## src/rtl/pbl_pkg.sv

```systemverilog
`timescale 1ns / 1ps

package pbl_pkg;

	typedef enum logic [1:0] {
		OP_INSERT = 2'd0,
		OP_REMOVE = 2'd1,
		OP_READ   = 2'd2,
		OP_CLEAR  = 2'd3
	} op_t;

	typedef enum logic [1:0] {
		ST_OK    = 2'd0,
		ST_FULL  = 2'd1,
		ST_EMPTY = 2'd2
	} st_t;

	// controller -> datapath
	typedef struct packed {
		logic capture;    // latch the input transfer
		logic setup;      // compute clamped index and start position
		logic mem_rd;     // read the neighbor (or the target for a read)
		logic shift_wr;   // write the neighbor into the current slot, step
		logic ins_wr;     // write new byte at index, count up
		logic cnt_dec;
		logic cnt_clr;
		logic out_load;
		logic out_sel_rd; // result data from memory, else zero
		st_t  out_status;
	} pbl_cmd_t;

	// datapath -> controller
	typedef struct packed {
		op_t  op;
		logic full;
		logic empty;
		logic more;       // another shift step is pending
		logic out_free;   // output register can take a result
	} pbl_stat_t;

endpackage

```

## src/rtl/pbl_dp.sv

```systemverilog
`timescale 1ns / 1ps

module pbl_dp #(
	parameter int CAPACITY = 64
) (
	input  logic              clk,
	input  logic              arst_n,
	input  pbl_pkg::pbl_cmd_t cmd,
	output pbl_pkg::pbl_stat_t stat,
	input  logic [1:0]        opcode,
	input  logic [7:0]        position,
	input  logic [7:0]        data_in,
	output logic              out_valid,
	input  logic              out_ready,
	output logic [7:0]        data_out,
	output logic [6:0]        count,
	output logic [1:0]        status
);
	import pbl_pkg::*;

	localparam int AW = (CAPACITY > 1) ? $clog2(CAPACITY) : 1;
	localparam int CW = $clog2(CAPACITY + 1);
	localparam int PW = (CW > 8) ? CW + 1 : 9;
	localparam logic [CW-1:0] CAP_C = CW'(CAPACITY);

	// 1-based position onto 0-based index below limit
	function automatic logic [CW-1:0] clamp_idx(input logic [7:0] pos,
			input logic [PW-1:0] limit);
		logic [PW-1:0] p;
		p = PW'(pos);
		if (p <= PW'(1))
			return '0;
		else if (p > limit)
			return CW'(limit - PW'(1));
		else
			return CW'(p - PW'(1));
	endfunction

	logic [7:0]    mem [CAPACITY];
	logic [7:0]    rdata_s1;

	op_t           op_q;
	logic [7:0]    pos_q;
	logic [7:0]    byte_q;
	logic [CW-1:0] count_q;
	logic [CW-1:0] k_q;
	logic [CW-1:0] idx_q;

	logic          out_valid_q;
	logic [7:0]    dout_q;
	logic [CW-1:0] cnt_out_q;
	st_t           st_out_q;

	logic [CW-1:0] raddr;
	logic [CW-1:0] waddr;
	logic [7:0]    wdata;
	logic [CW-1:0] idx_new;

	always_comb begin
		if (op_q == OP_INSERT)
			idx_new = clamp_idx(pos_q, PW'(count_q) + PW'(1));
		else
			idx_new = clamp_idx(pos_q, PW'(count_q));
	end

	always_comb begin
		case (op_q)
			OP_INSERT: raddr = k_q - CW'(1);
			OP_REMOVE: raddr = k_q + CW'(1);
			default:   raddr = k_q;
		endcase
	end

	assign waddr = cmd.ins_wr ? idx_q : k_q;
	assign wdata = cmd.ins_wr ? byte_q : rdata_s1;

	always_ff @(posedge clk) begin
		if (cmd.shift_wr || cmd.ins_wr)
			mem[waddr[AW-1:0]] <= wdata;
		if (cmd.mem_rd)
			rdata_s1 <= mem[raddr[AW-1:0]];
	end

	always_ff @(posedge clk) begin
		if (cmd.capture) begin
			op_q   <= op_t'(opcode);
			pos_q  <= position;
			byte_q <= data_in;
		end
		if (cmd.setup) begin
			idx_q <= idx_new;
			k_q   <= (op_q == OP_INSERT) ? count_q : idx_new;
		end else if (cmd.shift_wr) begin
			k_q <= (op_q == OP_INSERT) ? k_q - CW'(1) : k_q + CW'(1);
		end
		if (cmd.out_load) begin
			dout_q    <= cmd.out_sel_rd ? rdata_s1 : 8'd0;
			cnt_out_q <= count_q;
			st_out_q  <= cmd.out_status;
		end
	end

	always_ff @(posedge clk or negedge arst_n) begin
		if (!arst_n) begin
			count_q     <= '0;
			out_valid_q <= 1'b0;
		end else begin
			if (cmd.cnt_clr)
				count_q <= '0;
			else if (cmd.ins_wr)
				count_q <= count_q + CW'(1);
			else if (cmd.cnt_dec)
				count_q <= count_q - CW'(1);
			if (cmd.out_load)
				out_valid_q <= 1'b1;
			else if (out_ready)
				out_valid_q <= 1'b0;
		end
	end

	always_comb begin
		stat.op       = op_q;
		stat.full     = (count_q == CAP_C);
		stat.empty    = (count_q == '0);
		stat.out_free = !out_valid_q || out_ready;
		if (op_q == OP_INSERT)
			stat.more = (k_q > idx_q);
		else
			stat.more = ((PW'(k_q) + PW'(1)) < PW'(count_q));
	end

	assign out_valid = out_valid_q;
	assign data_out  = dout_q;
	assign count     = 7'(cnt_out_q);
	assign status    = st_out_q;

endmodule

```

## src/rtl/pbl_ctrl.sv

```systemverilog
`timescale 1ns / 1ps

module pbl_ctrl (
	input  logic               clk,
	input  logic               arst_n,
	input  logic               in_valid,
	output logic               in_ready,
	input  pbl_pkg::pbl_stat_t stat,
	output pbl_pkg::pbl_cmd_t  cmd
);
	import pbl_pkg::*;

	typedef enum logic [5:0] {
		S_IDLE  = 6'b000001,
		S_DISP  = 6'b000010,
		S_LOOP  = 6'b000100,
		S_SHWR  = 6'b001000,
		S_RDMEM = 6'b010000,
		S_DONE  = 6'b100000
	} state_t;

	state_t state_q, state_d;
	st_t    st_q, st_d;
	logic   rd_q, rd_d;

	always_comb begin
		state_d = state_q;
		st_d    = st_q;
		rd_d    = rd_q;
		cmd     = '0;
		in_ready = 1'b0;
		unique case (state_q)
			S_IDLE: begin
				in_ready = 1'b1;
				if (in_valid) begin
					cmd.capture = 1'b1;
					st_d    = ST_OK;
					rd_d    = 1'b0;
					state_d = S_DISP;
				end
			end
			S_DISP: begin
				unique case (stat.op)
					OP_INSERT: begin
						if (stat.full) begin
							st_d    = ST_FULL;
							state_d = S_DONE;
						end else begin
							cmd.setup = 1'b1;
							state_d   = S_LOOP;
						end
					end
					OP_REMOVE: begin
						if (stat.empty) begin
							st_d    = ST_EMPTY;
							state_d = S_DONE;
						end else begin
							cmd.setup = 1'b1;
							state_d   = S_LOOP;
						end
					end
					OP_READ: begin
						if (stat.empty) begin
							st_d    = ST_EMPTY;
							state_d = S_DONE;
						end else begin
							cmd.setup = 1'b1;
							rd_d      = 1'b1;
							state_d   = S_RDMEM;
						end
					end
					default: begin
						cmd.cnt_clr = 1'b1;
						state_d     = S_DONE;
					end
				endcase
			end
			S_LOOP: begin
				if (stat.more) begin
					cmd.mem_rd = 1'b1;
					state_d    = S_SHWR;
				end else begin
					if (stat.op == OP_INSERT)
						cmd.ins_wr = 1'b1;
					else
						cmd.cnt_dec = 1'b1;
					state_d = S_DONE;
				end
			end
			S_SHWR: begin
				cmd.shift_wr = 1'b1;
				state_d      = S_LOOP;
			end
			S_RDMEM: begin
				cmd.mem_rd = 1'b1;
				state_d    = S_DONE;
			end
			S_DONE: begin
				cmd.out_sel_rd = rd_q;
				cmd.out_status = st_q;
				if (stat.out_free) begin
					cmd.out_load = 1'b1;
					state_d      = S_IDLE;
				end
			end
			default: state_d = S_IDLE;
		endcase
	end

	always_ff @(posedge clk or negedge arst_n) begin
		if (!arst_n) begin
			state_q <= S_IDLE;
			st_q    <= ST_OK;
			rd_q    <= 1'b0;
		end else begin
			state_q <= state_d;
			st_q    <= st_d;
			rd_q    <= rd_d;
		end
	end

endmodule

```

## src/rtl/positional_byte_list.sv

```systemverilog
`timescale 1ns / 1ps
// Clear, full insert and empty remove/read go from dispatch to the result; OP_READ adds a
// registered memory read; insert and remove step a shift loop, each element moved by a
// registered read then a write, before the final byte write or count update. One operation
// at a time: the next input is taken on return to idle, in the cycle after the result is
// loaded (later while a previous result is still held).
// Reset (arst_n low, asynchronous): list empty, no result pending; memory contents kept.
module positional_byte_list #(
	parameter int CAPACITY = 64
) (
	input  logic       clk,
	input  logic       arst_n,
	input  logic       in_valid,
	output logic       in_ready,
	input  logic [1:0] opcode,
	input  logic [7:0] position,
	input  logic [7:0] data_in,
	output logic       out_valid,
	input  logic       out_ready,
	output logic [7:0] data_out,
	output logic [6:0] count,
	output logic [1:0] status
);
	import pbl_pkg::*;

	// Command/status link between sequencer and datapath
	pbl_cmd_t  cmd;
	pbl_stat_t stat;

	// Sequencer: decodes the captured op, walks the shift loop, hands
	// the result to the output register when it is free.
	pbl_ctrl u_ctrl (
		.clk      (clk),
		.arst_n   (arst_n),
		.in_valid (in_valid),
		.in_ready (in_ready),
		.stat     (stat),
		.cmd      (cmd)
	);

	// Datapath: element memory, count, clamp logic, output register.
	// The output register decouples result transfer from the next input.
	pbl_dp #(
		.CAPACITY (CAPACITY)
	) u_dp (
		.clk       (clk),
		.arst_n    (arst_n),
		.cmd       (cmd),
		.stat      (stat),
		.opcode    (opcode),
		.position  (position),
		.data_in   (data_in),
		.out_valid (out_valid),
		.out_ready (out_ready),
		.data_out  (data_out),
		.count     (count),
		.status    (status)
	);

endmodule
```

## config.mk

```make
export PLATFORM = sky130hd
export DESIGN_NAME = positional_byte_list
export DESIGN_NICKNAME = d
export VERILOG_FILES = /design/src/rtl/pbl_pkg.sv /design/src/rtl/pbl_dp.sv /design/src/rtl/pbl_ctrl.sv /design/src/rtl/positional_byte_list.sv
export SDC_FILE = /design/constraint.sdc
export NUM_CORES = 1
export LEC_CHECK = 0
export BUFFER_PORTS_ARGS = -buffer_cell sky130_fd_sc_hd__buf_4
export CAP_MARGIN = 40
export CORE_MARGIN = 10
export CORE_UTILIZATION = 46
export CTS_CLUSTER_SIZE = 20
export DETAILED_ROUTE_END_ITERATION = 16
export SLEW_MARGIN = 20
export SYNTH_ARGS = -nofsm -noshare
export SYNTH_HDL_FRONTEND = slang
export SYNTH_HIERARCHICAL = 1
export SYNTH_SLANG_ARGS = --single-unit
```

## constraint.sdc

```tcl
create_clock -name clk -period 4.5 [get_ports clk]
set_input_delay 0.225 -clock clk [delete_from_list [all_inputs] [get_ports clk]]
set_output_delay 0.225 -clock clk [all_outputs]
set_load 0.01 [all_outputs]
```

# Word-level counts from Yosys, hierarchy flattened
# Memory sizes are Yosys's and may differ from the RTL's. A register that Yosys moved wholly into a read port is not among the register bits.
# Cells that the tools add are included.
classes:
  add_sub_neg: 9
  magnitude_cmp: 5
  n_eq_ne: 16
  mux: 55
  n_reduce_logical: 14
ops:
  columns: ["op", "n"]
  rows:
  - ["$mux W7", 12]
  - ["$mux W6", 7]
  - ["$pmux W6 S6", 1]
  - ["$sub A7 B1 Y7 const B", 5]
  - ["$mux W1", 21]
  - ["$pmux W6 S3", 1]
  - ["$add A7 B1 Y8 const B", 2]
  - ["$add A7 B1 Y7 const B", 2]
  - ["$pmux W6 S2", 1]
  - ["$mux W2", 5]
  - ["$lt A9 B7 Y1", 1]
  - ["$gt A8 B7 Y1", 1]
  - ["$gt A8 B8 Y1", 1]
  - ["$le A8 B1 Y1 const B", 1]
  - ["$mux W8", 1]
  - ["$ne A2 B2 Y1 const B", 4]
  - ["$pmux W2 S2", 2]
  - ["$eq A7 B7 Y1 const B", 1]
  - ["$gt A7 B7 Y1", 1]
  - ["$logic_not A7 Y1", 1]
  - ["$eq A6 B1 Y1 const B", 1]
  - ["$eq A6 B2 Y1 const B", 1]
  - ["$eq A6 B3 Y1 const B", 1]
  - ["$eq A6 B4 Y1 const B", 1]
  - ["other kinds (18)", 24]
totals:
  ff_bits: 66
  mem_bits_rw: 512
  input_bits: 22
  output_inout_bits: 19
  elab_cells: 113
  n_memories: 1
memory_table:
  columns: ["name", "words", "width", "read_ports", "rd_ports_with_merged_regs", "write_ports", "line", "rtl"]
  rows:
  - ["u_dp.mem", 64, 8, 1, 1, 1, "pbl_dp.sv:39", "logic [7:0] mem [CAPACITY];"]

# Longest topological paths before layout
logic_depth:
  ltp_word: 8
  ltp_mapped: 21
  depth_no_buf: 18

# Cells and area by module
# The synthesis kept the hierarchy.
by_module_without_submodules:
  columns: ["module", "instances", "cells_per_inst", "area_per_inst_um2", "seq_area_each_um2"]
  rows:
  - ["pbl_dp", 1, 2068, 26653.1, 17286.6]
  - ["pbl_ctrl", 1, 69, 653.1, 226.5]

# Least setup slack after synthesis
# Ideal clock, no wire load.
synth_timing:
  path_type: "flip-flop to flip-flop"
  start: "reg u_dp.k_q[0]"
  end: "mem u_dp.mem[19][0], enable pin"
  setup_ps: 370
  arrival_ps: 4376
  t_required_ps: 4130
  path_slack_ps: -247
  stages_incl_launch_ff: 22
  path_buffers: 4
  synth_period_minus_slack_ps: 4747
  path_cell_list: "edfxtp_1 -> buf_2 -> buf_2 -> inv_1 -> ha_1 -> ha_1 -> a21boi_0 -> o21a_1 -> o21ai_0 -> nand2b_1 -> a21oi_1 -> nor2b_1 -> o21ai_0 -> o2bb2ai_1 -> nor4bb_1 -> and2_1 -> clkbuf_1 -> clkbuf_1 -> nand2_1 -> o32ai_1 -> nand2_1 -> nor2_1"
synth_rtl:
  columns: ["element", "line", "rtl"]
  rows:
  - ["from (decl)", "pbl_dp.sv:46", "logic [CW-1:0] k_q;"]
  - ["from (signal assigned)", "pbl_dp.sv:92", "k_q <= (op_q == OP_INSERT) ? count_q : idx_new;"]
  - ["from (signal assigned)", "pbl_dp.sv:94", "k_q <= (op_q == OP_INSERT) ? k_q - CW'(1) : k_q + CW'(1);"]
  - ["to (decl)", "pbl_dp.sv:39", null]

==> summary.md <==
For the final database, setup skew stands at 0.0297 ns. In this run the tightest slew margin relative to its limit is 42.2%. The worst path meets setup with 0.194 ns of slack. The synthesized net count is 2198, and the via count normalized by instance count is 6.18. The first global-routing pass estimated 121000 µm of wire.

For this run, the number of standard cells in the final layout without fillers is 3130. The net switching share of the total power came out at 31.1%. For the iteration-0 DRC count of the detailed router, the log shows 2271.

The count of nets left with antenna violations once routing finished came out at 0. The effective utilization at floorplan is 46.4%. The finished cells cover 32100 µm². The logs give 22.7% for the total global routing track utilization and 2 for the H-tree depth reported by CTS.

Cell type group with the largest total delay on the critical path: simple AND/OR/NAND/NOR gates. The floorplan die width is 264 µm, and the total I/O pin count is 41. Max-cap violations in this run came to 0. The tools report the area of the mapped netlist as 27300 µm².

Synthesis instantiated 92 different standard cells from the library. The tools report the number of synthesis warnings as 6. The post-route netlist has 18.3% of its cells at a drive strength greater than 1. The post-detailed-placement half-perimeter wirelength is 52600 µm.

The run gives 33.9% as the clock network power share. The transition time of the tightest slew-check pin was 0.867 ns; the power share of the combinational group was 25.9%. TritonCTS built the clock tree. The tools report the required time at the endpoint of the critical path as 4.87 ns.

Data on the critical path arrives at its endpoint at 4.68 ns. Of all flip-flops after synthesis, the portion carrying an async set or reset was 2.90%. The nature of the critical path endpoint was a register. Sequential elements use 64.1% of the synthesized area. After layout, the worst path uses 95.7% of the clock period. For this run, the post-layout net count is 2367. The tools report the total wirelength of the detailed-routed design as 81700 µm. Final critical-path required period: 4.31 ns. In the routed design, unresolved DRC markers number 0. The floorplan has 89 rows.

Uppermost signal routing layer after detailed routing: met5. The detail-routed net length per standard cell was 26.1 µm. The main flop type after synthesis was edfxtp_1. The area of the die was 69500 µm².

The critical path class was reg -> reg. The number of vias after detailed routing came out at 19300. For this run the aggregate overflow at the end of global routing stands at 0. Setup violations remaining at the end of the flow were counted as 0. For this design, the sink count on the clock tree is 586. For this run, the slowest stage of the critical path takes 0.41 ns. Clock edge transition at the registers on the reported setup and hold paths: 0.06 ns.

The number of flops mapped to enable cells by yosys was 569; the buffer levels on the longest clock path was 3. The pin count of the biggest net entering global routing is 65, and the max-slew violation count is 0. Setup repair after global routing left no endpoint under its margin. The cell at the root of the clock tree is clkbuf_16.

The tools report the number of clock buffers inserted by TritonCTS as 61. The internal portion of the total power is 10.6 mW. Detailed routing placed a total of 36900 µm of wire on met2.

The initial antenna violation count is 1, and the largest fanout of any net on the critical path is 15. For this design the ratio of total power to cell area is 481 nW/µm². The analysis attributes to cell leakage a power of 11.2 nW. In this run, placement finished with an instance count of 2991. The critical path goes through buf_4 -> ha_1 -> nor2b_1 -> o21a_1 -> o21a_1 -> o21a_1 -> o21ai_0 -> nand2b_1 -> a21oi_1 -> o2bb2ai_1 -> nor4bb_2 -> and2_2 -> buf_4 -> nand2_1 -> o22a_1 -> or2_2 -> nor2_1 -> buf_4. In this run the mean area of a mapped cell was 12.8 µm². In this run, synthesis produced a sequential element count of 586.

The share of the core filled with cells was 54.4%. The run finished with clean final reports. The tightest min-delay check is of the in -> async type. Port buffering added 40 buffers. The via count of the first global-routing pass is 18800. The run gives 5 as the detailed-router iteration count before antenna repair. In this run the cell area measured after placement is 29700 µm².

The worst setup path is launched from a register. Relative to the synthesized area, the layout overhead comes to 17.5%. IR analysis of the VDD net gives a maximum drop of 0.381 mV. The core region is 58900 µm².

OpenSTA, run right after detailed placement, puts the worst setup slack at 0.0258 ns. The logs give 0.902 for the final estimated routing congestion in global placement and 7910 µm for the length of routed met3 wiring. After technology mapping, the gate count stands at 2137.

The number of hold violations in the final report was 0. The analysis attributes to net switching a power of 4.79 mW. Of the total power, registers draw 40.3%. The maximum operating frequency was 232 MHz. The slowest stage cell on the critical path is edfxtp_1. The number of buffers and inverters on the critical path is 3. The clock reaches the later pin of the worst-skew pair after 0.65 ns. For this block, wires on met1 add up to 33800 µm. The die is 264 µm tall.
[registers in the layout, summed over array words and instances (netlist names), 2 cells and up]
signal	cells
u_dp/mem	512
u_dp/byte_q	8
u_dp/data_out	8
u_dp/pos_q	8
u_dp/rdata_s1	8
u_dp/count	7
u_dp/count_q	7
u_dp/idx_q	7
u_dp/k_q	7
u_ctrl/state_q	6
u_ctrl/st_q	2
u_dp/op_q	2
u_dp/status	2
[layout make-up]
| cell class | count | area [µm²] |
|---|---|---|
| fillers | 4843 | 26800 |
| flip-flops and latches | 586 | 17500 |
| multi-input cells | 1381 | 9200 |
| repair buffers | 246 | 2220 |
| clock buffers | 74 | 1580 |
| well taps | 773 | 967 |
| clock inverters | 39 | 489 |
| inverters | 30 | 113 |
| diodes | 1 | 2.50 |
[per-layer routing]
layer	track usage [%]	vias to the layer above
li1	-	8499
met1	31.0	9660
met2	35.3	1008
met3	4.42	174
met4	9.16	2
met5	0	-
[power groups by stage]
stage | combinational, mW | clock [mW] | sequential [mW]
floorplan | 2.49 | 0 | 6.27
global placement | 3.80 | 0 | 6.32
detailed placement | 3.87 | 0 | 6.32
CTS | 3.91 | 5.29 | 6.21
global route | 4.27 | 5.52 | 6.22
finish | 3.99 | 5.22 | 6.21
[worst reg2reg max path: cells and delay by family (launching register included)]
family          cells  cell delay, ns
fa+ha+maj           1            0.30
flops               1            0.41
simple gates        7            1.61
compound gates      7            1.12
buf+inv             3            0.61
[cell usage after synthesis (7+ instances only)]
library cell	instances	area share, %
buf_2	64	1.2
o21ai_0	50	0.92
clkbuf_1	39	0.54
nor3_1	20	0.37
buf_6	9	0.37
o221ai_1	29	0.93
and2_1	18	0.41
a32o_1	9	0.33
and3_1	15	0.34
inv_1	29	0.40
xor2_1	12	0.38
xnor2_1	30	0.96
nand4_1	20	0.46
nand2_1	379	5.2
a32oi_1	20	0.64
mux4_2	31	2.6
o22ai_1	23	0.53
nand3_1	94	1.7
dfrtp_1	16	1.5
a311oi_1	25	0.80
ha_1	39	1.8
a31oi_1	33	0.76
buf_4	20	0.55
o21a_1	8	0.22
mux2i_1	107	3.9
a211oi_1	19	0.52
nor4_1	13	0.30
or2_2	7	0.16
a21oi_1	101	1.9
mux2_2	9	0.37
nor2b_1	9	0.21
a221oi_1	10	0.32
nor2_1	127	1.7
a2111oi_0	9	0.29
edfxtp_1	569	63
nand2b_1	12	0.27
buf_1	8	0.11
[final timing paths]
kind | start | endpoint | slack [ns] | cells past startpoint
max | u_dp/k_q[1]$_DFFE_PP_ | u_dp/mem[63][4]$_DFFE_PP_ | 0.19 | 18
min | arst_n | u_ctrl/state_q[0]$_DFFE_PN1P_ | 0.08 | 2
max reg2reg | u_dp/k_q[1]$_DFFE_PP_ | u_dp/mem[63][4]$_DFFE_PP_ | 0.19 | 18
min reg2reg | u_dp/out_valid$_DFFE_PN0P_ | u_dp/out_valid$_DFFE_PN0P_ | 0.53 | 2
max in group asynchronous | arst_n | u_dp/out_valid$_DFFE_PN0P_ | 3.70 | 4
min in group clk | position[6] | u_dp/pos_q[6]$_DFFE_PP_ | 0.30 | 2
[through the flow]
step                      total power, mW  hold WS, ns  setup TNS [ns]
after floorplan                      8.76      -0.0706           -1.79
final                                15.4       0.0850               0
after global routing                 16.0       0.0807               0
after detailed placement             10.2        0.106               0
after CTS                            15.4       0.0700               0
after global placement               10.1        0.103               0
[cells by family after synthesis]
family / after synthesis / share of synthesized area (%)
buffers and inverters: 170 / 3.15
XOR/XNOR: 43 / 1.41
AND/OR/NAND/NOR: 745 / 12.1
adder cells (fa/ha/maj): 39 / 1.79
flip-flops: 586 / 64.1
AO/OA/AOI/OAI: 404 / 10.3
multiplexers: 150 / 7.03
[timing repair]
| item | in CTS | in global routing |
|---|---|---|
| endpoints found under the setup margin | 8 | 197 |
| cloned | 0 | 0 |
| hold buffers | 22 | 0 |
| gates resized for setup | 1 | 21 |
| endpoints found under the hold margin | 38 | 0 |
| buffers inserted | 0 | 0 |
[cell usage in the layout (no fill, tap or decap), types with 10 or more instances in the layout]
master and count:
nand2b_1 12, a21oi_1 101, edfxtp_1 569, a211oi_1 19, nor4_1 13, ha_1 39, nor2_4 19, xor2_1 10
nor2_1 99, and2_1 17, nor2_2 11, bufinv_16 10, clkbuf_1 13, clkinv_2 14, a32oi_1 20, inv_1 29
clkbuf_16 61, dlygate4sd3_1 22, mux2i_1 107, buf_12 22, a31oi_1 33, dfrtp_1 16, nand2_1 375, nand4_1 20
buf_4 196, o21ai_0 49, xnor2_1 28, and3_1 15, o221ai_1 29, a311oi_1 25, mux4_2 31, nor3_1 19
nand3_1 94, o22ai_1 23, a221oi_1 10
Power figures use the tool's default switching activity.
